**config.mk**
```make
export PLATFORM = sky130hd
export DESIGN_NAME = first_fit_region_allocator_flat
export DESIGN_NICKNAME = d
export VERILOG_FILES = /design/src/rtl/ffra_pkg.sv /design/src/rtl/ffra_if.sv /design/src/rtl/ffra_ctrl.sv /design/src/rtl/ffra_dpath.sv /design/src/rtl/first_fit_region_allocator.sv /design/src/flat_wrapper.sv
export SDC_FILE = /design/constraint.sdc
export NUM_CORES = 1
export LEC_CHECK = 0
export BUFFER_PORTS_ARGS = -buffer_cell sky130_fd_sc_hd__clkbuf_2
export CAP_MARGIN = 5
export CORE_ASPECT_RATIO = 0.7
export CORE_MARGIN = 10
export CORE_UTILIZATION = 62
export CTS_CLUSTER_SIZE = 25
export DETAILED_ROUTE_END_ITERATION = 12
export PLACE_DENSITY = 0.8
export SLEW_MARGIN = 20
export SYNTH_ARGS = -nofsm -noshare
export SYNTH_HDL_FRONTEND = slang
export SYNTH_SLANG_ARGS = --single-unit
```
**constraint.sdc**
```tcl
create_clock -name clk -period 5.7 [get_ports clk]
set_input_delay 0.285 -clock clk [delete_from_list [all_inputs] [get_ports clk]]
set_output_delay 0.285 -clock clk [all_outputs]
set_load 0.03 [all_outputs]
```
**src/rtl/ffra_pkg.sv**
```systemverilog
package ffra_pkg;

	localparam int MAX_CHUNKS_DEF  = 16;
	localparam int OFFSET_BITS_DEF = 20;

	localparam int SIZE_W   = 20;
	localparam int REGION_W = 21;
	localparam int HDR_W    = 8;
	localparam int PADDR_W  = 4;
	localparam int PDATA_W  = 32;

	localparam logic [REGION_W-1:0] REGION_BYTES_RST = REGION_W'(65536);
	localparam logic [HDR_W-1:0]    NODE_HDR_RST     = HDR_W'(32);
	localparam logic [HDR_W-1:0]    REGION_HDR_RST   = HDR_W'(16);

	// register index, taken from paddr[3:2]
	localparam logic [1:0] REG_REGION_BYTES = 2'd0;
	localparam logic [1:0] REG_NODE_HDR     = 2'd1;
	localparam logic [1:0] REG_REGION_HDR   = 2'd2;

	localparam logic OP_ALLOC = 1'b0;
	localparam logic OP_FREE  = 1'b1;

	typedef enum logic [1:0] {
		ST_OK         = 2'd0,
		ST_NO_ROOM    = 2'd1,
		ST_TABLE_FULL = 2'd2,
		ST_NOT_FOUND  = 2'd3
	} status_t;

	typedef enum logic [2:0] {
		S_IDLE,
		S_CHECK,
		S_WALK,
		S_TAIL,
		S_INS,
		S_REM,
		S_DONE
	} state_t;

	typedef struct packed {
		logic [REGION_W-1:0] region_bytes;
		logic [HDR_W-1:0]    node_hdr;
		logic [HDR_W-1:0]    region_hdr;
	} cfg_t;

	typedef struct packed {
		logic    load;
		logic    check;
		logic    walk;
		logic    empty_pos;
		logic    tail;
		logic    shift_up;
		logic    shift_dn;
		logic    put;
		logic    drop;
		logic    code_we;
		status_t code;
		logic    emit;
	} cmd_t;

	typedef struct packed {
		logic op_free;
		logic empty;
		logic full;
		logic room_fail;
		logic walk_hit;
		logic walk_last;
		logic tail_fit;
		logic ins_idle;
		logic rem_idle;
		logic out_free;
	} stat_t;

endpackage

```
**src/rtl/ffra_if.sv**
```systemverilog
interface ffra_req_if import ffra_pkg::*; ();
	logic              valid;
	logic              ready;
	logic              opcode;
	logic [SIZE_W-1:0] request_size;
	logic [SIZE_W-1:0] free_offset;

	modport source (output valid, opcode, request_size, free_offset, input ready);
	modport sink (input valid, opcode, request_size, free_offset, output ready);
endinterface

interface ffra_rsp_if import ffra_pkg::*; ();
	logic              valid;
	logic              ready;
	logic [1:0]        status;
	logic [SIZE_W-1:0] data_offset;

	modport source (output valid, status, data_offset, input ready);
	modport sink (input valid, status, data_offset, output ready);
endinterface

```
**src/rtl/ffra_ctrl.sv**
```systemverilog
module ffra_ctrl import ffra_pkg::*; (
	input  logic  clk,
	input  logic  arst_n,
	input  logic  in_valid,
	output logic  in_ready,
	input  stat_t stat,
	output cmd_t  cmd
);

	state_t state_q, state_nx;

	always_ff @(posedge clk or negedge arst_n) begin
		if (!arst_n) begin
			state_q <= S_IDLE;
		end else begin
			state_q <= state_nx;
		end
	end

	always_comb begin
		state_nx = state_q;
		unique case (state_q)
			S_IDLE: begin
				if (in_valid) state_nx = S_CHECK;
			end
			S_CHECK: begin
				priority if (stat.op_free) begin
					state_nx = stat.empty ? S_DONE : S_WALK;
				end else if (stat.room_fail || stat.full) begin
					state_nx = S_DONE;
				end else if (stat.empty) begin
					state_nx = S_INS;
				end else begin
					state_nx = S_WALK;
				end
			end
			S_WALK: begin
				priority if (stat.walk_hit) begin
					state_nx = stat.op_free ? S_REM : S_INS;
				end else if (stat.walk_last) begin
					state_nx = stat.op_free ? S_DONE : S_TAIL;
				end else begin
					state_nx = S_WALK;
				end
			end
			S_TAIL: begin
				state_nx = stat.tail_fit ? S_INS : S_DONE;
			end
			S_INS: begin
				if (stat.ins_idle) state_nx = S_DONE;
			end
			S_REM: begin
				if (stat.rem_idle) state_nx = S_DONE;
			end
			S_DONE: begin
				if (stat.out_free) state_nx = S_IDLE;
			end
			default: state_nx = S_IDLE;
		endcase
	end

	always_comb begin
		cmd      = '0;
		cmd.code = ST_OK;
		in_ready = 1'b0;
		unique case (state_q)
			S_IDLE: begin
				in_ready = 1'b1;
				cmd.load = in_valid;
			end
			S_CHECK: begin
				cmd.check = 1'b1;
				priority if (stat.op_free) begin
					cmd.code_we = stat.empty;
					cmd.code    = ST_NOT_FOUND;
				end else if (stat.room_fail) begin
					cmd.code_we = 1'b1;
					cmd.code    = ST_NO_ROOM;
				end else if (stat.full) begin
					cmd.code_we = 1'b1;
					cmd.code    = ST_TABLE_FULL;
				end else begin
					cmd.empty_pos = stat.empty;
				end
			end
			S_WALK: begin
				cmd.walk = 1'b1;
				if (!stat.walk_hit && stat.walk_last && stat.op_free) begin
					cmd.code_we = 1'b1;
					cmd.code    = ST_NOT_FOUND;
				end
			end
			S_TAIL: begin
				if (stat.tail_fit) begin
					cmd.tail = 1'b1;
				end else begin
					cmd.code_we = 1'b1;
					cmd.code    = ST_NO_ROOM;
				end
			end
			S_INS: begin
				if (stat.ins_idle) begin
					cmd.put     = 1'b1;
					cmd.code_we = 1'b1;
					cmd.code    = ST_OK;
				end else begin
					cmd.shift_up = 1'b1;
				end
			end
			S_REM: begin
				if (stat.rem_idle) begin
					cmd.drop    = 1'b1;
					cmd.code_we = 1'b1;
					cmd.code    = ST_OK;
				end else begin
					cmd.shift_dn = 1'b1;
				end
			end
			S_DONE: begin
				cmd.emit = stat.out_free;
			end
			default: begin
				cmd = '0;
			end
		endcase
	end

endmodule

```
**src/rtl/ffra_dpath.sv**
```systemverilog
module ffra_dpath import ffra_pkg::*; #(
	parameter int MAX_CHUNKS  = MAX_CHUNKS_DEF,
	parameter int OFFSET_BITS = OFFSET_BITS_DEF
) (
	input  logic              clk,
	input  logic              arst_n,
	input  cfg_t              cfg,
	input  cmd_t              cmd,
	output stat_t             stat,
	input  logic              in_opcode,
	input  logic [SIZE_W-1:0] in_request_size,
	input  logic [SIZE_W-1:0] in_free_offset,
	output logic              out_valid,
	input  logic              out_ready,
	output logic [1:0]        out_status,
	output logic [SIZE_W-1:0] out_data_offset
);

	localparam int OB = OFFSET_BITS;
	localparam int AW = (MAX_CHUNKS > 1) ? $clog2(MAX_CHUNKS) : 1;
	localparam int CW = $clog2(MAX_CHUNKS + 1);
	localparam int MW = SIZE_W + OB;
	// start + header + size + need, with headroom
	localparam int EW = ((OB > SIZE_W) ? OB : SIZE_W) + 3;

	// table entry: {size, header offset}
	logic [MW-1:0] mem [MAX_CHUNKS];
	logic [MW-1:0] rd_q;
	logic [AW-1:0] ra, wa;
	logic [MW-1:0] wd;
	logic          we;

	logic                op_q;
	logic [SIZE_W-1:0]   size_q;
	logic [SIZE_W-1:0]   ofs_q;
	logic [REGION_W-1:0] need_q;
	logic [CW-1:0]       cnt_q;
	logic [AW-1:0]       cur_q;
	logic [EW-1:0]       cend_q;
	logic [CW-1:0]       pos_q;
	logic [OB-1:0]       pos_start_q;
	logic [CW-1:0]       t_q;
	logic                mv_v_q;
	logic [AW-1:0]       wa_q;
	status_t             code_q;

	logic                out_valid_q;
	logic [1:0]          status_q;
	logic [SIZE_W-1:0]   data_q;

	logic [OB-1:0]     cur_start;
	logic [SIZE_W-1:0] cur_size;
	logic [EW-1:0]     cend_cur;
	logic [EW-1:0]     end_e;
	logic [EW-1:0]     mask_e;
	logic [EW-1:0]     rb_e;
	logic [CW-1:0]     tm1;
	logic [CW-1:0]     cur_c;
	logic              gap_fit;
	logic              free_match;
	logic [OB-1:0]     dsum;

	assign cur_start = rd_q[OB-1:0];
	assign cur_size  = rd_q[MW-1:OB];
	assign cur_c     = CW'(cur_q);
	assign tm1       = t_q - CW'(1);

	assign cend_cur = EW'(cur_start) + EW'(cfg.node_hdr) + EW'(cur_size);
	assign mask_e   = (EW'(1) << OB) - EW'(1);
	assign rb_e     = EW'(cfg.region_bytes);
	assign end_e    = (rb_e > mask_e) ? mask_e : rb_e;

	assign gap_fit    = EW'(cur_start) >= cend_q + EW'(need_q);
	assign free_match = (EW'(cur_start) + EW'(cfg.node_hdr)) == EW'(ofs_q);
	assign dsum       = pos_start_q + OB'(cfg.node_hdr);

	always_comb begin
		stat           = '0;
		stat.op_free   = op_q;
		stat.empty     = (cnt_q == '0);
		stat.full      = (cnt_q >= CW'(MAX_CHUNKS));
		stat.room_fail = end_e < (EW'(cfg.region_hdr) + EW'(need_q));
		stat.walk_hit  = op_q ? free_match : ((cur_q != '0) && gap_fit);
		stat.walk_last = (cur_c == (cnt_q - CW'(1)));
		stat.tail_fit  = !(end_e < (cend_q + EW'(need_q)));
		stat.ins_idle  = (t_q == pos_q) && !mv_v_q;
		stat.rem_idle  = (t_q >= cnt_q) && !mv_v_q;
		stat.out_free  = !out_valid_q || out_ready;
	end

	// read address and write port
	always_comb begin
		ra = '0;
		priority if (cmd.walk) begin
			ra = cur_q + AW'(1);
		end else if (cmd.shift_up) begin
			ra = tm1[AW-1:0];
		end else if (cmd.shift_dn) begin
			ra = t_q[AW-1:0];
		end else begin
			ra = '0;
		end
	end

	always_comb begin
		we = 1'b0;
		wa = wa_q;
		wd = rd_q;
		priority if (cmd.put) begin
			we = 1'b1;
			wa = pos_q[AW-1:0];
			wd = {size_q, pos_start_q};
		end else if (cmd.shift_up || cmd.shift_dn) begin
			we = mv_v_q;
		end else begin
			we = 1'b0;
		end
	end

	always_ff @(posedge clk) begin
		if (we) mem[wa] <= wd;
		rd_q <= mem[ra];
	end

	// item payload, walk and shift state, and result
	always_ff @(posedge clk) begin
		if (cmd.load) begin
			op_q   <= in_opcode;
			size_q <= in_request_size;
			ofs_q  <= in_free_offset;
			need_q <= REGION_W'(in_request_size) + REGION_W'(cfg.node_hdr);
		end
		if (cmd.check) begin
			cur_q <= '0;
		end else if (cmd.walk) begin
			cur_q  <= cur_q + AW'(1);
			cend_q <= cend_cur;
		end
		if (cmd.empty_pos) begin
			pos_q       <= '0;
			pos_start_q <= OB'(cfg.region_hdr);
			t_q         <= cnt_q;
		end else if (cmd.tail) begin
			pos_q       <= cnt_q;
			pos_start_q <= cend_q[OB-1:0];
			t_q         <= cnt_q;
		end else if (cmd.walk && stat.walk_hit) begin
			pos_q       <= cur_c;
			pos_start_q <= cend_q[OB-1:0];
			t_q         <= op_q ? (cur_c + CW'(1)) : cnt_q;
		end else if (cmd.shift_up && (t_q > pos_q)) begin
			t_q <= tm1;
		end else if (cmd.shift_dn && (t_q < cnt_q)) begin
			t_q <= t_q + CW'(1);
		end
		if (cmd.shift_up) begin
			wa_q <= t_q[AW-1:0];
		end else if (cmd.shift_dn) begin
			wa_q <= tm1[AW-1:0];
		end
		if (cmd.code_we) code_q <= cmd.code;
		if (cmd.emit) begin
			status_q <= code_q;
			data_q   <= ((code_q == ST_OK) && (op_q == OP_ALLOC)) ? SIZE_W'(dsum) : '0;
		end
	end

	always_ff @(posedge clk or negedge arst_n) begin
		if (!arst_n) begin
			cnt_q       <= '0;
			mv_v_q      <= 1'b0;
			out_valid_q <= 1'b0;
		end else begin
			if (cmd.put) begin
				cnt_q <= cnt_q + CW'(1);
			end else if (cmd.drop) begin
				cnt_q <= cnt_q - CW'(1);
			end
			priority if (cmd.shift_up) begin
				mv_v_q <= (t_q > pos_q);
			end else if (cmd.shift_dn) begin
				mv_v_q <= (t_q < cnt_q);
			end else begin
				mv_v_q <= 1'b0;
			end
			if (cmd.emit) begin
				out_valid_q <= 1'b1;
			end else if (out_ready) begin
				out_valid_q <= 1'b0;
			end
		end
	end

	assign out_valid       = out_valid_q;
	assign out_status      = status_q;
	assign out_data_offset = data_q;

endmodule

```
**src/rtl/first_fit_region_allocator.sv**
```systemverilog
// channel  dir  beat fields                              handshake
// req      in   opcode, request_size, free_offset        valid/ready
// rsp      out  status, data_offset                      valid/ready
// apb      in   region_bytes, node_hdr, region_hdr       psel/penable/pwrite
//
// One item at a time. An allocate walks w of the n live chunk entries and
// moves m entries up (each one table port access), a free walks w and moves
// m entries down. The walk and the shift share the single read and single
// write port of the chunk table. Reset clears the chunk count, the controller
// state and the valid flags; the table needs no clear.
// req is held off while an item is in flight; a result waiting on rsp does not
// block the next request beat.
module first_fit_region_allocator import ffra_pkg::*; #(
	parameter int MAX_CHUNKS  = MAX_CHUNKS_DEF,
	parameter int OFFSET_BITS = OFFSET_BITS_DEF
) (
	input  logic               clk,
	input  logic               arst_n,
	ffra_req_if.sink           req,
	ffra_rsp_if.source         rsp,
	input  logic               psel,
	input  logic               penable,
	input  logic               pwrite,
	input  logic [PADDR_W-1:0] paddr,
	input  logic [PDATA_W-1:0] pwdata,
	output logic [PDATA_W-1:0] prdata,
	output logic               pready
);

	cfg_t  cfg_q;
	cmd_t  cmd;
	stat_t stat;
	logic  wr_en;

	assign pready = 1'b1;
	assign wr_en  = psel && penable && pwrite;

	always_ff @(posedge clk or negedge arst_n) begin
		if (!arst_n) begin
			cfg_q.region_bytes <= REGION_BYTES_RST;
			cfg_q.node_hdr     <= NODE_HDR_RST;
			cfg_q.region_hdr   <= REGION_HDR_RST;
		end else if (wr_en) begin
			unique case (paddr[3:2])
				REG_REGION_BYTES: cfg_q.region_bytes <= pwdata[REGION_W-1:0];
				REG_NODE_HDR:     cfg_q.node_hdr     <= pwdata[HDR_W-1:0];
				REG_REGION_HDR:   cfg_q.region_hdr   <= pwdata[HDR_W-1:0];
				default: ;
			endcase
		end
	end

	always_comb begin
		unique case (paddr[3:2])
			REG_REGION_BYTES: prdata = PDATA_W'(cfg_q.region_bytes);
			REG_NODE_HDR:     prdata = PDATA_W'(cfg_q.node_hdr);
			REG_REGION_HDR:   prdata = PDATA_W'(cfg_q.region_hdr);
			default:          prdata = '0;
		endcase
	end

	ffra_ctrl u_ctrl (
		.clk      (clk),
		.arst_n   (arst_n),
		.in_valid (req.valid),
		.in_ready (req.ready),
		.stat     (stat),
		.cmd      (cmd)
	);

	ffra_dpath #(
		.MAX_CHUNKS  (MAX_CHUNKS),
		.OFFSET_BITS (OFFSET_BITS)
	) u_dpath (
		.clk             (clk),
		.arst_n          (arst_n),
		.cfg             (cfg_q),
		.cmd             (cmd),
		.stat            (stat),
		.in_opcode       (req.opcode),
		.in_request_size (req.request_size),
		.in_free_offset  (req.free_offset),
		.out_valid       (rsp.valid),
		.out_ready       (rsp.ready),
		.out_status      (rsp.status),
		.out_data_offset (rsp.data_offset)
	);

	// no second request beat while one is in flight
	a_one_in_flight: assert property (@(posedge clk) disable iff (!arst_n)
		req.valid && req.ready |=> !req.ready)
		else $error("request taken while an item is in flight");

	a_put_not_full: assert property (@(posedge clk) disable iff (!arst_n)
		cmd.put |-> !stat.full)
		else $error("chunk inserted into a full table");

	a_drop_not_empty: assert property (@(posedge clk) disable iff (!arst_n)
		cmd.drop |-> !stat.empty)
		else $error("chunk removed from an empty table");

	// a result must never overwrite one still waiting on rsp
	a_emit_free: assert property (@(posedge clk) disable iff (!arst_n)
		cmd.emit |-> (!rsp.valid || rsp.ready))
		else $error("result overwrites a pending beat");

endmodule
```
**src/flat_wrapper.sv**
```systemverilog
// flat-port wrapper written by rule: the top's interface ports become plain ports
module first_fit_region_allocator_flat import ffra_pkg::*;
#(
	parameter int MAX_CHUNKS  = MAX_CHUNKS_DEF,
	parameter int OFFSET_BITS = OFFSET_BITS_DEF
)
  (clk, arst_n, psel, penable, pwrite, paddr, pwdata, prdata, pready, req_valid, req_opcode, req_request_size, req_free_offset, req_ready, rsp_valid, rsp_status, rsp_data_offset, rsp_ready);
  ffra_req_if req_i ();
  ffra_rsp_if rsp_i ();
  input  logic clk;
  input  logic arst_n;
  input  logic psel;
  input  logic penable;
  input  logic pwrite;
  input  logic [PADDR_W-1:0] paddr;
  input  logic [PDATA_W-1:0] pwdata;
  output logic [PDATA_W-1:0] prdata;
  output logic pready;
  input wire logic [$bits(req_i.valid)-1:0] req_valid;
  input wire logic [$bits(req_i.opcode)-1:0] req_opcode;
  input wire logic [$bits(req_i.request_size)-1:0] req_request_size;
  input wire logic [$bits(req_i.free_offset)-1:0] req_free_offset;
  output wire logic [$bits(req_i.ready)-1:0] req_ready;
  output wire logic [$bits(rsp_i.valid)-1:0] rsp_valid;
  output wire logic [$bits(rsp_i.status)-1:0] rsp_status;
  output wire logic [$bits(rsp_i.data_offset)-1:0] rsp_data_offset;
  input wire logic [$bits(rsp_i.ready)-1:0] rsp_ready;
  assign req_i.valid = req_valid;
  assign req_i.opcode = req_opcode;
  assign req_i.request_size = req_request_size;
  assign req_i.free_offset = req_free_offset;
  assign req_ready = req_i.ready;
  assign rsp_valid = rsp_i.valid;
  assign rsp_status = rsp_i.status;
  assign rsp_data_offset = rsp_i.data_offset;
  assign rsp_i.ready = rsp_ready;
  first_fit_region_allocator #(.MAX_CHUNKS(MAX_CHUNKS), .OFFSET_BITS(OFFSET_BITS)) u_core (.clk(clk), .arst_n(arst_n), .req(req_i), .rsp(rsp_i), .psel(psel), .penable(penable), .pwrite(pwrite), .paddr(paddr), .pwdata(pwdata), .prdata(prdata), .pready(pready));
endmodule
```
Word level (Yosys, flattened, before mapping)
Memory sizes are Yosys's and may differ from the RTL's. A register that Yosys moved wholly into a read port is not among the register bits.
Index checks and enable logic that the tools add are counted.
{ "classes": {"muxes": 71, "bitwise": 2, "n_lt_le_gt_ge": 8, "n_addsub": 12, "shifts": 0, "mul": 0, "n_eq_ne": 15, "n_div": 0, "n_reduce_logical": 33} }
{ "ops": {"columns": ["operator", "n"], "rows": [
  ["21-bit one-hot mux with 3 select lines", 1],
  ["3-bit 2-to-1 mux", 17],
  ["5-bit 2-to-1 mux", 10],
  ["20-bit by 8-bit adder with 21-bit output", 2],
  ["20-bit 2-to-1 mux", 2],
  ["40-bit 2-to-1 mux", 1],
  ["1-bit 2-to-1 mux", 28],
  ["4-bit 2-to-1 mux", 7],
  ["23-bit by 20-bit adder with 23-bit output", 1],
  ["23-bit by 21-bit adder with 23-bit output", 1],
  ["20-bit by 23-bit >= comparator with 1-bit output", 1],
  ["21-bit by 23-bit < comparator with 1-bit output", 1],
  ["8-bit by 21-bit adder with 22-bit output", 1],
  ["21-bit by 22-bit < comparator with 1-bit output", 1],
  ["21-bit by 20-bit equality test with 1-bit output", 1],
  ["21-bit by 20-bit greater-than comparator with 1-bit output (second input constant)", 1],
  ["21-bit 2-to-1 mux", 1],
  ["3-bit one-hot mux with 7 select lines", 1],
  ["20-bit by 8-bit adder with 20-bit output", 1],
  ["3-bit one-hot mux with 5 select lines", 1],
  ["1-bit logical AND", 11],
  ["5-bit by 1-bit adder with 5-bit output (second input constant)", 2],
  ["5-bit by 1-bit subtractor with 5-bit output (second input constant)", 2],
  ["3-bit equality test (second input constant)", 3],
  ["28 further kinds", 43]
]} }
{ "word_totals": {"romBits": 0, "latch_bits": 0, "register_bits": 194, "output_inout_bits": 57, "inputBits": 84, "n_memories": 1, "mem_bits_rw": 640} }
{ "mem_list": {"columns": ["name", "depth", "word_bits", "rd", "rd_ports_with_merged_regs", "write_ports", "line", "source"], "rows": [
  ["u_core.u_dpath.mem", 16, 40, 1, 1, 1, "ffra_dpath.sv:27", "logic [MW-1:0] mem [MAX_CHUNKS];"]
]} }

Longest topological paths before layout
{ "logic_depth": {"depth_word": 10, "depth_mapped": 26} }

Cells and area by module
From an unflattened synthesis, not the netlist that was laid out.
{ "hier_totals": {"hier_cells": 2607, "hier_area_um2": 40183.5} }
{ "by_module_without_submodules": {"columns": ["module", "seq_area_each_um2", "cells_each", "n_inst", "area_per_inst_um2"], "rows": [
  ["ffra_dpath", 24368.4, 2406, 1, 37947.6],
  ["first_fit_region_allocator", 929.6, 137, 1, 1781.7],
  ["ffra_ctrl", 75.1, 64, 1, 454.2]
]} }

Least setup slack after synthesis
No wires, ideal clock.
{ "synth_path": {"path_type": "flip-flop to flip-flop", "start": "register u_core.u_dpath.need_q[0]", "end": "register u_core.u_dpath.t_q[0], enable pin", "n_path_buf": 2, "path_stages_with_launch": 26, "required_ns": 5.422, "arrival_time_ns": 4.789, "synth_period_minus_slack_ns": 5.067, "setup_slack_ns": 0.633, "path_cell_list": "edfxtp_1 ha_1 fa_1 a21oi_1 nor2_1 nor2_1 o21bai_1 a21oi_1 o21ai_0 a21oi_1 nand2b_1 nor2b_1 xnor2_1 ha_1 a21o_1 a21o_1 a21o_1 a311oi_1 o21ai_0 a21o_1 o311ai_1 nor4_1 or2_1 clkbuf_1 clkbuf_1 or3_1"} }
{ "synth_between": {"elab_chain_len": 6, "elab_cells_between_ends": 14, "cone_classes": "add/sub (2); order compare (3); mux (6); reduce/logical (3)"} }
{ "synth_lines": {"columns": ["element", "line", "source"], "rows": [
  ["from (decl)", "ffra_dpath.sv:36", "logic [REGION_W-1:0] need_q;"],
  ["from (signal assigned)", "ffra_dpath.sv:131", "need_q <= REGION_W'(in_request_size) + REGION_W'(cfg.node_hdr);"],
  ["8-bit by 21-bit adder with 22-bit output / 23-bit by 21-bit adder with 23-bit output (equally long branches)", "ffra_dpath.sv:82, ffra_dpath.sv:73, ffra_dpath.sv:85", null],
  ["21-bit by 22-bit < comparator with 1-bit output / 20-bit by 23-bit >= comparator with 1-bit output (equally long branches)", "ffra_dpath.sv:82, ffra_dpath.sv:73", null],
  ["1-bit 2-to-1 mux / 1-bit logical AND (equally long branches)", "ffra_ctrl.sv:76, ffra_dpath.sv:83", null],
  ["1-bit 2-to-1 mux (on tied branches)", "ffra_ctrl.sv:73, ffra_dpath.sv:83", null],
  ["1-bit 2-to-1 mux / 1-bit logical AND (equally long branches)", "ffra_ctrl.sv:66, ffra_dpath.sv:147", null],
  ["5-bit nonzero test (no line) *", null, null],
  ["to (signal assigned)", "ffra_dpath.sv:142", "t_q <= cnt_q;"],
  ["to (signal assigned)", "ffra_dpath.sv:146", "t_q <= cnt_q;"],
  ["to (signal assigned)", "ffra_dpath.sv:150", "t_q <= op_q ? (cur_c + CW'(1)) : cnt_q;"],
  ["to (decl)", "ffra_dpath.sv:42", "logic [CW-1:0] t_q;"]
]} }
Mark *: on every way between the ends. The rest lies on a longest branch, timed or not.
A chain may end at the register's enable or synchronous reset.

Final worst setup path
Same ends and word-level chain as after synthesis.

==> summary.md <==
| Metric | Value |
|---|---|
| Reg clk slew, reported paths | `60 ps` |
| Switching Fraction | `42.1%` |
| Slowest-stage cell, CP | `or3_1` |
| Vias | `28700` |
| Post-synth cell types | `85` |
| Min Tclk post-route | `5590 ps` |
| Layout cell share with drive strength beyond 1 | `13.3%` |
| FP Rows | `78` |
| Seq. cell area | `25400 um^2` |
| Critical path class | `reg -> reg` |
| CP Max Fanout | `5` |
| CTS H-tree depth | `3` |
| Main synth FF type | `edfxtp_1` |
| Synth Instances | `3331` |
| Power after layout | `27.8 mW` |
| Initial Utilization | `62.5%` |
| Final-layout fill cell count | `4326` |
| CP Capture Type | `flop` |
| Core footprint | `64700 um^2` |
| Worst Skew | `20.6 ps` |
| Final Non-Filler Cells | `4435` |
| Clock Power Share | `19.3%` |
| Number of global-route vias before repair | `28000` |
| Cells after DPL | `4221` |
| HP Class | `in -> reg` |
| I/O pins | `141` |
| Final setup violating endpoints | `0` |
| Final net count | `3720` |
| Post-Syn Area | `40400 um^2` |
| DRC viols | `0` |
| Clock sink count | `873` |
| Most used cell along the critical path | `a21o_1` |
| Dpl ws | `167 ps` |
| Chip height | `234 um` |
| FMAX | `179 MHz` |
| Synthesized flop and latch total | `873` |
| Worst relative slew slack | `27.8%` |
| Sequential Power Share | `33.9%` |
| Clock Latency Late Sink | `660 ps` |
| Total number of yosys warnings | `0` |
| Net Switching | `11.7 mW` |
| Grt total ovfl | `0` |
| WL met1 | `44900 um` |
| I/O Buffers | `115` |
| DR vias/cell | `6.46` |
| Hold Vio Cnt, Final | `0` |
| Initial antenna violation count | `0` |
| Met2 routed WL | `51300 um` |
| Area Overhead vs Synth | `12.7%` |
| DP Wirelength | `70000 um` |
| Critical Path AT | `5950 ps` |
| Clk buf depth | `3` |
| Critical-path cell list | `ha_1 -> fa_1 -> a21oi_1 -> nor2_1 -> nor2_1 -> o21bai_1 -> a21oi_2 -> o21ai_0 -> a21oi_2 -> nand2b_1 -> nor2b_1 -> xnor2_1 -> ha_1 -> a21o_1 -> a21o_1 -> a21o_1 -> a311oi_1 -> o21ai_0 -> a21o_1 -> o311ai_1 -> nor4_2 -> or2_4 -> or3_1` |
| Syn avg cell area | `12.1 um^2` |
| Startpoint Class | `flop` |
| Pleak | `16.5 nW` |
| Sequential fraction of the synthesis area | `62.7%` |
| Worst-margin pin slew | `1080 ps` |
| Drt pass-1 iters | `6` |
| Setup bufs post-CTS | `0` |
| Largest stage delay, worst path | `520 ps` |
| Gate power share | `46.8%` |
| Chip Width | `325 um` |
| Wire per inst | `25.1 um` |
| DRT iter0 DRCs | `3877` |
| P per Cell Area | `610 nW/um^2` |
| Die area | `76000 um^2` |
| Final period utilization | `98.0%` |
| ANT nets after route | `0` |
| Power Internal | `16.1 mW` |
| Max Slew Vio Count | `0` |
| Gpl congestion | `0.946` |
| Reported max-cap violation count | `0` |
| Post-synth EDFFs | `765` |
| Crit path required time | `6060 ps` |
| Highest routed metal layer | `met4` |
| First-pass GRT wire length | `166000 um` |
| Root Driver | `clkbuf_16` |
| Tot GR Track Use | `28.5%` |
| WL met3 | `11200 um` |
| WL final | `111000 um` |
| CTS tree | `yes` |
| Largest net degree at the start of global routing | `93` |
| Ant. Diodes | `0` |
| Area of the multi-input gates | `14300 um^2` |
| CTS buffer count | `80` |
| Status | `completed` |
| Worst vdd ir | `0.569 mV` |
| Ys async rst share | `5.38%` |
| Setup slack after layout | `114 ps` |
==> critical path, delay by kind of cell (launching register included) <==
family / cells / cell delay [ps]
DFF: 1 / 410
and+or+nand+nor: 7 / 1450
AOI/OAI and AO/OA: 12 / 2340
xor gates and xnor gates: 1 / 120
adders and majority gates: 3 / 970
==> flip-flops by register name, summed over array words and instances, names as in the netlist, 20 cells and up <==
name and cells:
u_core.u_dpath.mem 640, u_core.u_dpath.rd_q 40, u_core.cfg_q 37, u_core.u_dpath.cend_q 22, u_core.u_dpath.need_q 21, u_core.u_dpath.ofs_q 20
u_core.u_dpath.out_data_offset 20, u_core.u_dpath.pos_start_q 20, u_core.u_dpath.size_q 20
==> logic make-up after synthesis <==
logic type,share of synthesized area [%]
xor+xnor,3.21
fa+ha+maj,4.71
flops,62.7
compound gates,10.1
buf+inv,2.74
simple gates,14.0
mux,2.56
other cells,0.0186
==> synthesized netlist by cell type, types with 24 or more instances <==
cell | count | share of area (%)
nand4_1 | 93 | 1.4
clkbuf_1 | 146 | 1.4
nor2_1 | 98 | 0.91
ha_1 | 142 | 4.4
a311oi_1 | 42 | 0.91
a21oi_1 | 132 | 1.6
nor3_1 | 24 | 0.30
buf_1 | 24 | 0.22
edfxtp_1 | 765 | 57
mux2_2 | 82 | 2.3
a211oi_1 | 132 | 2.4
dfxtp_1 | 61 | 3.0
nand2_1 | 570 | 5.3
nand3_1 | 169 | 2.1
and2_1 | 101 | 1.6
o21ai_0 | 83 | 1.0
dfrtp_1 | 44 | 2.7
a31oi_1 | 52 | 0.80
a21o_1 | 41 | 0.76
inv_1 | 77 | 0.71
xnor2_1 | 103 | 2.2
xor2_1 | 37 | 0.80
==> cells in the final DEF, fill, tap and decap left out, drive strengths merged, types with 52 or more instances in the layout <==
| master | Yosys | final |
|---|---|---|
| a31oi | 52 | 52 |
| edfxtp | 765 | 765 |
| dlygate4sd3 | 0 | 64 |
| nand4 | 94 | 94 |
| mux2 | 82 | 82 |
| buf | 49 | 79 |
| and2 | 102 | 102 |
| ha | 142 | 142 |
| nand3 | 169 | 169 |
| xnor2 | 103 | 103 |
| o21ai | 88 | 88 |
| dfxtp | 61 | 61 |
| inv | 77 | 84 |
| clkbuf | 146 | 223 |
| nor2 | 98 | 98 |
| nand2 | 570 | 570 |
| a21oi | 133 | 133 |
| a211oi | 132 | 132 |
==> worst paths after layout <==
kind / start / end / slack, ps / cells past startpoint
worst max-delay path: u_core.u_dpath.need_q[0] / u_core.u_dpath.t_q[0] / 110 / 23
worst min-delay path: penable / u_core.cfg_q[36] / 190 / 4
worst max register to register: u_core.u_dpath.need_q[0] / u_core.u_dpath.t_q[0] / 110 / 23
worst min register to register: u_core.u_dpath.code_q[0] / u_core.u_dpath.out_status[0] / 460 / 0
max in group asynchronous: arst_n / u_core.u_ctrl.state_q[2] / 4840 / 3
min in group asynchronous: arst_n / u_core.cfg_q[3] / 360 / 3
==> power by group through the flow <==
stage	clock (mW)	combinational, mW	sequential [mW]
floorplan	0	8.86	9.17
global placement	0	12.1	9.49
detailed placement	0	12.6	9.52
CTS	5.42	12.7	9.39
global route	5.68	14.2	9.46
finish	5.38	13.0	9.42
==> metal layers <==
metal,track usage (%),vias to the layer above
li1,-,12700
met1,39.4,14100
met2,45.1,1641
met3,5.89,246
met4,9.62,0
met5,0,-
==> metrics by stage <==
| stage | setup TNS, ps | utilization (%) | instance area [um^2] | hold WS, ps |
|---|---|---|---|---|
| after floorplan | 0 | - | 40500 | -10.6 |
| after global placement | 0 | 65.4 | 42300 | 417 |
| after detailed placement | 0 | 65.4 | 42300 | 443 |
| after CTS | 0 | 70.4 | 45500 | 136 |
| after global routing | -585 | 70.4 | 45600 | 198 |
| final | 0 | 70.4 | 45600 | 192 |
==> area by class of cell <==
class                      instances  share of cell area [%]
sequential                       873                    55.7
multi-input combinational       2198                    31.3
clock buffer                     108                    4.78
timing repair buffer             258                    4.29
tap                              880                    2.42
clock inverter                    41                   0.944
inverter                          77                   0.634
==> timing repair <==
action / CTS / global route
resized for setup: 0 / 5
hold buffers: 64 / 0
setup endpoints to repair: 0 / 23
hold endpoints to repair: 125 / 0
No activity file was read; power rests on OpenSTA's default activity.
